`src/hw/rtl/assert_macros.svh`:
```
`ifndef ASSERT_MACROS_SVH
`define ASSERT_MACROS_SVH

// Concurrent check on aclk, masked while aresetn is low.
`define SST_ASSERT(lbl, prop, msg) \
    lbl: assert property (@(posedge aclk) disable iff (!aresetn) prop) else $error(msg);

// Implication form of the same check.
`define SST_ASSERT_IMP(lbl, pre, post, msg) \
    `SST_ASSERT(lbl, (pre) |-> (post), msg)

`endif

```
`src/hw/rtl/sst_prio.sv`:
```
`timescale 1ns / 1ps

// Lowest-set-bit select: isolate the lowest hit, then encode its position.
module sst_prio #(
    parameter int WIDTH = 64
) (
    input  logic [WIDTH-1:0]         vec,
    output logic                     any,
    output logic [$clog2(WIDTH)-1:0] idx
);

    localparam int IW = $clog2(WIDTH);

    logic [WIDTH-1:0] lowest;

    assign lowest = vec & (~vec + WIDTH'(1));
    assign any    = |vec;

    always_comb begin
        idx = '0;
        for (int i = 0; i < WIDTH; i++) begin
            if (lowest[i]) begin
                idx = idx | IW'(i);
            end
        end
    end

endmodule

```
`config.mk`:
```
export PLATFORM = sky130hd
export DESIGN_NAME = sst_prio
export DESIGN_NICKNAME = d
export VERILOG_FILES = /design/src/hw/rtl/assert_macros.svh /design/src/hw/rtl/sst_prio.sv
export SDC_FILE = /design/constraint.sdc
export NUM_CORES = 1
export LEC_CHECK = 0
export ABC_AREA = 1
export BUFFER_PORTS_ARGS = -buffer_cell sky130_fd_sc_hd__buf_2
export CAP_MARGIN = 5
export CORE_ASPECT_RATIO = 0.5
export CORE_MARGIN = 5
export CORE_UTILIZATION = 45
export DETAILED_ROUTE_END_ITERATION = 8
export PLACE_DENSITY = 0.78
export SYNTH_ARGS = -nofsm -noshare
export SYNTH_HDL_FRONTEND = slang
export SYNTH_SLANG_ARGS = --single-unit
```
`constraint.sdc`:
```
create_clock -name vclk -period 1.8
set_clock_uncertainty 0.2 [all_clocks]
set_input_delay 0.27 -clock vclk [all_inputs]
set_output_delay 0.27 -clock vclk [all_outputs]
set_load 0.01 [all_outputs]
```
==> reports/results.ini <==
[synthesis]
yosysMostFrequentCell = nor2_1
yosysTopAreaCellShare = 0.2663
ys_seq_area_frac = 0
syn-num-nets = 601
yosysWarnings = 0
synthTopCellsByCount = 166 x nor2_1, 163 x nand2_1, 74 x inv_1
yosys-top-cells-area = nor2_1 27%, nand2_1 26%, nand3_1 16%
syn_inst = 537
synth_compound_area_frac = 0.01818
synth_xor_area_frac = 0
yosys.area_share.simple = 0.8631
synth_fa_ha_area_frac = 0
synthMuxAreaShare = 0
synth_area_sq_mm = 0.002340
ys_types = 22
yosysTopAreaCell = nor2_1
syn_avg_cell_area_sq_um = 4.357
synth_top_family_by_area = simple AND/OR/NAND/NOR gates

[place]
post_dp_cell_area_sq_mm = 0.003601
place_congestion = 1.034
port_buffers = 71
dp.cells = 782
dp_hpwl_microns = 9153

[global_routing]
track_usage = 0.3745
grt_pass1_vias = 4383
grtUsageMet3 = 0.06873
global_route.usage.met2 = 0.6704
grt_max_degree = 8
overflow = 0
grt_busiest_layer = met2
antenna_found_initial = 0
met1_usage = 0.4386
grt_pass1_wl_microns = 20400

[floorplan]
dieArea_sq_mm = 0.006829
fp.dieH_microns = 60.99
start_util = 0.4701
num_rows = 18
io_pins = 71
core_area_sq_mm = 0.004977
die_w_microns = 112.0

[routing]
post-route-drc-count = 105
first_pass_iters = 9
drt_wl_total_microns = 16600
drt_iter0_drc = 1104
ant_nets = 0
viasPerCell = 6.328
vias = 5088
routedWlPerCell_microns = 20.64

[timing]
period_share = 1.546
slew_violations = 0
fmax_ghz = 0.3594
worst_slew_pin_slew_ns = 0.6100
hold_viol_final = 0
setup_viol = 7
rsz0062_at_grt = yes
setup_slack_ns = -0.9821
period_needed_ns = 2.782
relSlewSlack = 0.5918

[hold_path]
min_to = any
hp-class = in -> out
hold_depth = 5
hold_start = vec[62]

[clock_tree]
cts_hold_buf = 0

[power_and_ir_drop]
p_total_uw = 568.5
peakVddDrop_mv = 0.1618
p_per_area_mw_per_mm2 = 129.7
p_leak_uw = 0.002327

[layout]
final_cells = 804
seq_cells = 0
fill_cells = 256
final_nets = 800
fin_area_sq_mm = 0.004384
antenna_cells = 0
clkbuf_count = 0
seq_area_sq_um = 0
utilization = 0.8808
syn2layout_area_growth_pct = 87.38
drive_gt1_frac = 0.4673

[status]
violations = design-rule violations, negative setup slack
status = complete, but fails checks

[worst_setup_path]
critical_path_arrival_ns = 2.31
crit_type = in -> out
critPathLaunchType = input pin
critPathRequiredTime_ns = 1.33
endpoint_kind = output port
crit_fanout = 3

[run]
cap_violations = 0

[placed cells by master, fill, tap and decap left out, drive strengths merged, types with 2 or more instances in the layout]
cell type | netlist | final
buf | 0 | 197
nor2 | 186 | 186
nand2 | 169 | 169
inv | 74 | 74
nand3 | 74 | 74
nor3 | 9 | 9
nand4 | 7 | 7
nand3b | 5 | 5
and2 | 2 | 2
nor3b | 2 | 2
and3 | 2 | 2
o21ai | 2 | 2
[cell families (layout without fill, tap and decap cells)]
kind of cell	after synthesis	in the layout
buffers and inverters	74	271
AO/OA/AOI/OAI	6	6
AND/OR/NAND/NOR	457	457
[worst max-delay path: stages]
cell	delay, ns
buf_2	0.15
nor2_4	0.14
nand2_1	0.26
nor2_4	0.23
nand2_2	0.11
nor2_2	0.25
nand2_1	0.30
nand2_1	0.17
nor2_1	0.06
nand3_1	0.09
nor2_1	0.06
nand3_1	0.07
buf_2	0.13
[layer usage]
layer  share of wire  wire [microns]
met4            0.10            1725
met3            0.16            2734
met1            0.35            5738
met2            0.39            6396
met5               0               0
[how the worst max path moves through the flow]
stage	cells after the start	from	slack (ns)	end
global route	13	vec[13]	-1.10	idx[3]
CTS	13	vec[3]	-0.37	idx[5]
detailed placement	13	vec[19]	-0.60	idx[4]
floorplan	11	vec[1]	-0.01	idx[5]
global placement	13	vec[19]	-0.65	idx[4]
finish	13	vec[11]	-0.98	idx[4]
[repair_timing]
action,CTS,global route
endpoints found under the setup margin,7,7
buffers inserted,14,8
cloned,0,0
resized for setup,120,60
pin swaps,41,33
[report_power, final]
| part | internal [uW] | switching [uW] | total [uW] |
|---|---|---|---|
| Combinational | 241 | 327 | 568 |
| Sequential | 0 | 0 | 0 |
| Clock | 0 | 0 | 0 |
| Total | 241 | 327 | 568 |
[stage by stage]
step,hold WS [ns],worst slack (ns),TNS [ns]
floorplan,0.5505,-0.01150,-0.04038
global placement,0.7273,-0.6486,-3.671
detailed placement,0.7362,-0.6028,-3.700
CTS,0.7357,-0.3679,-2.306
global route,0.7638,-1.104,-6.311
finish,0.7274,-0.9821,-5.605
[area by class of cell]
type / count / area (sq um) / area share
timing repair buffer: 197 / 1384 / 0.3156
multi-input combinational: 463 / 2635 / 0.6010
inverter: 74 / 277.8 / 0.06336
tap: 70 / 87.58 / 0.01998
No activity file was read; power rests on OpenSTA's default activity.
