<file path="config.mk">
export PLATFORM = sky130hd
export DESIGN_NAME = sst_cell
export DESIGN_NICKNAME = d
export VERILOG_FILES = /design/src/hw/rtl/assert_macros.svh /design/src/hw/rtl/sst_pkg.sv /design/src/hw/rtl/sst_cell.sv
export SDC_FILE = /design/constraint.sdc
export NUM_CORES = 1
export LEC_CHECK = 0
export BUFFER_PORTS_ARGS = -buffer_cell sky130_fd_sc_hd__clkbuf_2
export CAP_MARGIN = 0
export CELL_PAD_IN_SITES_DETAIL_PLACEMENT = 1
export CELL_PAD_IN_SITES_GLOBAL_PLACEMENT = 1
export CORE_MARGIN = 8
export CORE_UTILIZATION = 36
export CTS_CLUSTER_DIAMETER = 150
export CTS_CLUSTER_SIZE = 14
export DETAILED_ROUTE_END_ITERATION = 12
export GPL_TIMING_DRIVEN = 1
export PLACE_DENSITY_LB_ADDON = 0.1
export SLEW_MARGIN = 5
export SYNTH_ARGS = -nofsm -noshare
export SYNTH_HDL_FRONTEND = slang
export SYNTH_SLANG_ARGS = --single-unit
</file>
<file path="constraint.sdc">
create_clock -name aclk -period 1.8 [get_ports aclk]
set_clock_uncertainty 0.15 [all_clocks]
set_input_delay 0.09 -clock aclk [delete_from_list [all_inputs] [get_ports aclk]]
set_output_delay 0.09 -clock aclk [all_outputs]
set_load 0.01 [all_outputs]
</file>
<file path="src/hw/rtl/assert_macros.svh">
`ifndef ASSERT_MACROS_SVH
`define ASSERT_MACROS_SVH

// Concurrent check on aclk, masked while aresetn is low.
`define SST_ASSERT(lbl, prop, msg) \
    lbl: assert property (@(posedge aclk) disable iff (!aresetn) prop) else $error(msg);

// Implication form of the same check.
`define SST_ASSERT_IMP(lbl, pre, post, msg) \
    `SST_ASSERT(lbl, (pre) |-> (post), msg)

`endif

</file>
<file path="src/hw/rtl/sst_pkg.sv">
`timescale 1ns / 1ps

package sst_pkg;

    localparam int OP_W      = 3;
    localparam int NAME_W    = 64;
    localparam int SCOPE_W   = 8;
    localparam int STATUS_W  = 3;
    localparam int OUT_IDX_W = 6;
    localparam int OUT_CNT_W = 7;

    typedef enum logic [OP_W-1:0] {
        OP_INSERT        = 3'd0,
        OP_REMOVE        = 3'd1,
        OP_LOOKUP_SCOPED = 3'd2,
        OP_LOOKUP_NAME   = 3'd3,
        OP_CLEAR         = 3'd4
    } op_t;

    typedef enum logic [STATUS_W-1:0] {
        ST_OK        = 3'd0,
        ST_NOT_FOUND = 3'd1,
        ST_DUPLICATE = 3'd2,
        ST_FULL      = 3'd3,
        ST_EMPTY     = 3'd4
    } status_t;

    // Hit flags one cell reports to the select logic.
    typedef struct packed {
        logic name_hit;
        logic scoped_hit;
    } cell_hit_t;

endpackage

</file>
<file path="src/hw/rtl/sst_cell.sv">
`timescale 1ns / 1ps

// One table entry: stores a name/scope pair and registers its compare result.
module sst_cell
    import sst_pkg::*;
(
    input  logic               aclk,
    input  logic               wr_en,
    input  logic [NAME_W-1:0]  wr_name,
    input  logic [SCOPE_W-1:0] wr_scope,
    input  logic               cmp_en,
    input  logic [NAME_W-1:0]  cmp_name,
    input  logic [SCOPE_W-1:0] cmp_scope,
    output cell_hit_t          hit
);

    logic [NAME_W-1:0]  name_reg;
    logic [SCOPE_W-1:0] scope_reg;
    cell_hit_t          hit_reg;

    always_ff @(posedge aclk) begin
        if (wr_en) begin
            name_reg  <= wr_name;
            scope_reg <= wr_scope;
        end
        if (cmp_en) begin
            hit_reg.name_hit   <= (name_reg == cmp_name);
            hit_reg.scoped_hit <= (name_reg == cmp_name) && (scope_reg == cmp_scope);
        end
    end

    assign hit = hit_reg;

endmodule

</file>
==> key figures <==
Run status
  – Status: finished, violations left
  – Failing checks: negative setup slack

Place
  – IO buf count: between 100 and 150
  – Routability cong.: ~0.71
  – Worst slack, placed: -308 ps
  – Placed cell areas: ~0.004 sq mm
  – Detailed Place HPWL: approximately 6400 um
  – # placed instances: between 400 and 500

Critical path
  – Worst-path fanout max: 2
  – Crit-path slowest cell: nor4_2
  – CP arrival: around 2100 ps
  – CP peak stage delay: around 400 ps
  – WP depth: 5
  – WP data required: approximately 1900 ps
  – Cells on worst reg2reg path: 5
  – Buf/Inv on CP: 0
  – Crit path launch type: register
  – Critical path, cell by cell: xor2_1, nor4_2, nand4_1, nor4_4, and3_1
  – Crit. End Element: register
  – Critical path class: reg2reg
  – CP top delay family: simple AND/OR/NAND/NOR gates

Routing
  – DR vias/cell: around 4.4
  – DR pass1 iterations: 4
  – Routed len/inst: 17.1 um
  – Via count: approximately 2,300
  – DR top layer: met4
  – Final WL: about 8800 um
  – DRT iter0 DRCs: 76
  – Routed wl met2: between 4000 and 5000 um
  – M1 WL: 3180 um
  – Remaining antenna violation count: 0
  – Met3 WL: approximately 700 um
  – Drc violations: 0

Clocking
  – Root Driver: clkbuf_8
  – Clk Latency, worst-skew pair: between 300 and 400 ps
  – Htree depth: 3
  – Clk sink count: 74
  – CTS tree: done
  – Max Root-Sink Buffers: 2
  – Worst-path clk slew: 70 ps
  – Inserted Clock Buffers: 9

Timing
  – Worst Tran Pin Value: ~520 ps
  – Pins over their slew limit: 0
  – Fin Hold WS: 190 ps
  – Setup TNS: -380 ps
  – Minimum clock period: ~2000 ps
  – Final setup fails: 2
  – RSZ-0062 raised after global routing: true
  – Post-route setup slack: -211 ps
  – Hold Violations, Final: 0
  – Slew HR: around two thirds
  – Period Utilization, post-route: 112%
  – Fmax: around 500 MHz

Synth
  – Post-synth top area share: between 70% and 80%
  – Synth warn: 0
  – Synth Area in Adders: 0%
  – Synth Area in XOR/XNOR: about a fifth
  – Synth area leader: edfxtp_1
  – Post-Synthesis Cells: 170
  – Synth top area cells: edfxtp_1 74%, xor2_1 21%, nor4_1 3.7%
  – Largest family of logic cells by synthesized area: XOR/XNOR gates
  – Post-synthesis register bit count: 74
  – Mapped Nets: between 300 and 400
  – Simple-gate share of the synthesized area: between 5 and 6%
  – Unique masters post-synth: 6
  – Post-synthesis sequential area ratio: 73.8%
  – Synthesized area per cell: 17.7 sq um
  – Synthesized area: around 0.003 sq mm
  – Compound-gate portion of the synthesized area: 0%
  – Mux share of post-synthesis cell area: 0%

Finish
  – Fillers: 835
  – Final cell count without fillers: approximately 500
  – Share of cells above drive strength 1: between 40% and 50%
  – Util after Layout: 59.8%
  – Nets@finish: roughly 550
  – Area grow syn2layout: 62.5%
  – Storage cell area: 0.00222 sq mm
  – Design area: between 0.004 and 0.005 sq mm
  – Largest register FFs: 64
  – Area of the multi-input gates: between 800 and 900 sq um

Job
  – Max Cap Viol: 0

Floorplanning
  – Starting Density: a little under two fifths
  – Ports: around 150
  – Die width: approximately 110 um
  – FP Rows: 33
  – Die height: around 110 um
  – Core box area: approximately 0.008 sq mm
  – Die area: about 0.012 sq mm

Power and ir drop
  – Peak VDD IR: approximately 0.45 mV
  – Total chip power: about 4.0 mW
  – Pwr Density: 812 mW/mm^2
  – LEAKAGE: between 2 and 2.5 nW

Global route
  – Tot GR Track Use: roughly 16%
  – First-pass GRT wire length: between 10,000 and 15,000 um
  – Grt total ovfl: 0
  – Vias in the first global route: 2,708
  – Largest net degree at the start of global routing: between 40 and 50
  – Initial antenna violation count: 1

Min path
  – Worst min path class: in2reg
  – WHS Path Cells: 4
[final cells by class]
cell class,count,area share (%)
Antenna cell,1,0.0512
Clock buffer,9,2.53
Clock inverter,6,1.69
Multi-Input combinational cell,96,17.0
Sequential cell,74,45.4
Tap cell,105,2.69
Timing Repair Buffer,224,30.6
[per-layer routing]
layer	global-route usage [%]	up-vias
met4	6.05	0
met2	28.5	86
li1	-	1106
met1	15.7	1077
met3	5.75	8
met5	0	-
[report_power, final]
| part | internal (mW) | switching [mW] | total (mW) |
|---|---|---|---|
| Clock | 0.763 | 0.580 | 1.34 |
| Combinational | 0.312 | 0.209 | 0.521 |
| Sequential | 2.05 | 0.0571 | 2.11 |
| Total | 3.12 | 0.846 | 3.97 |
[Yosys cell counts, drive strengths merged]
| master | instances |
|---|---|
| xor2 | 72 |
| edfxtp | 74 |
| and3 | 1 |
| nand4 | 4 |
| nor4 | 19 |
[cells in the final DEF, fill, tap and decap left out, drive strengths merged]
cell / instances
and3: 1
buf: 4
bufinv: 2
clkbuf: 156
clkinv: 2
clkinvlp: 2
diode: 1
dlygate4sd3: 73
edfxtp: 74
nand4: 4
nor4: 19
xor2: 72
[path summary, 6_finish.rpt]
check        slack (ps)         start  endpoint
max                -210  name_reg[31]    hit[0]
min                 190  cmp_scope[1]    hit[0]
max reg2reg        -210  name_reg[31]    hit[0]
min reg2reg         710  scope_reg[1]    hit[0]
[worst reg2reg max path, stage by stage, from the launching register on]
cell and delay (ps):
edfxtp_1 380, xor2_1 170, nor4_2 400, nand4_1 260, nor4_4 340, and3_1 180
[repair_timing]
item                                    4_1_cts  5_1_grt
hold buffers                                 73        0
endpoints found under the setup margin        2        2
gates resized for setup                       4        3
buffers inserted                              0        1
pin swaps                                     1        4
endpoints found under the hold margin        74        0
[cell families (layout without fill, tap and decap cells)]
logic type,Yosys count,count (layout)
xor gates and xnor gates,72,72
buffers and inverters,0,239
other,0,1
and+or+nand+nor,24,24
DFF,74,74
Note: power is estimated with default switching activity, not from simulation.
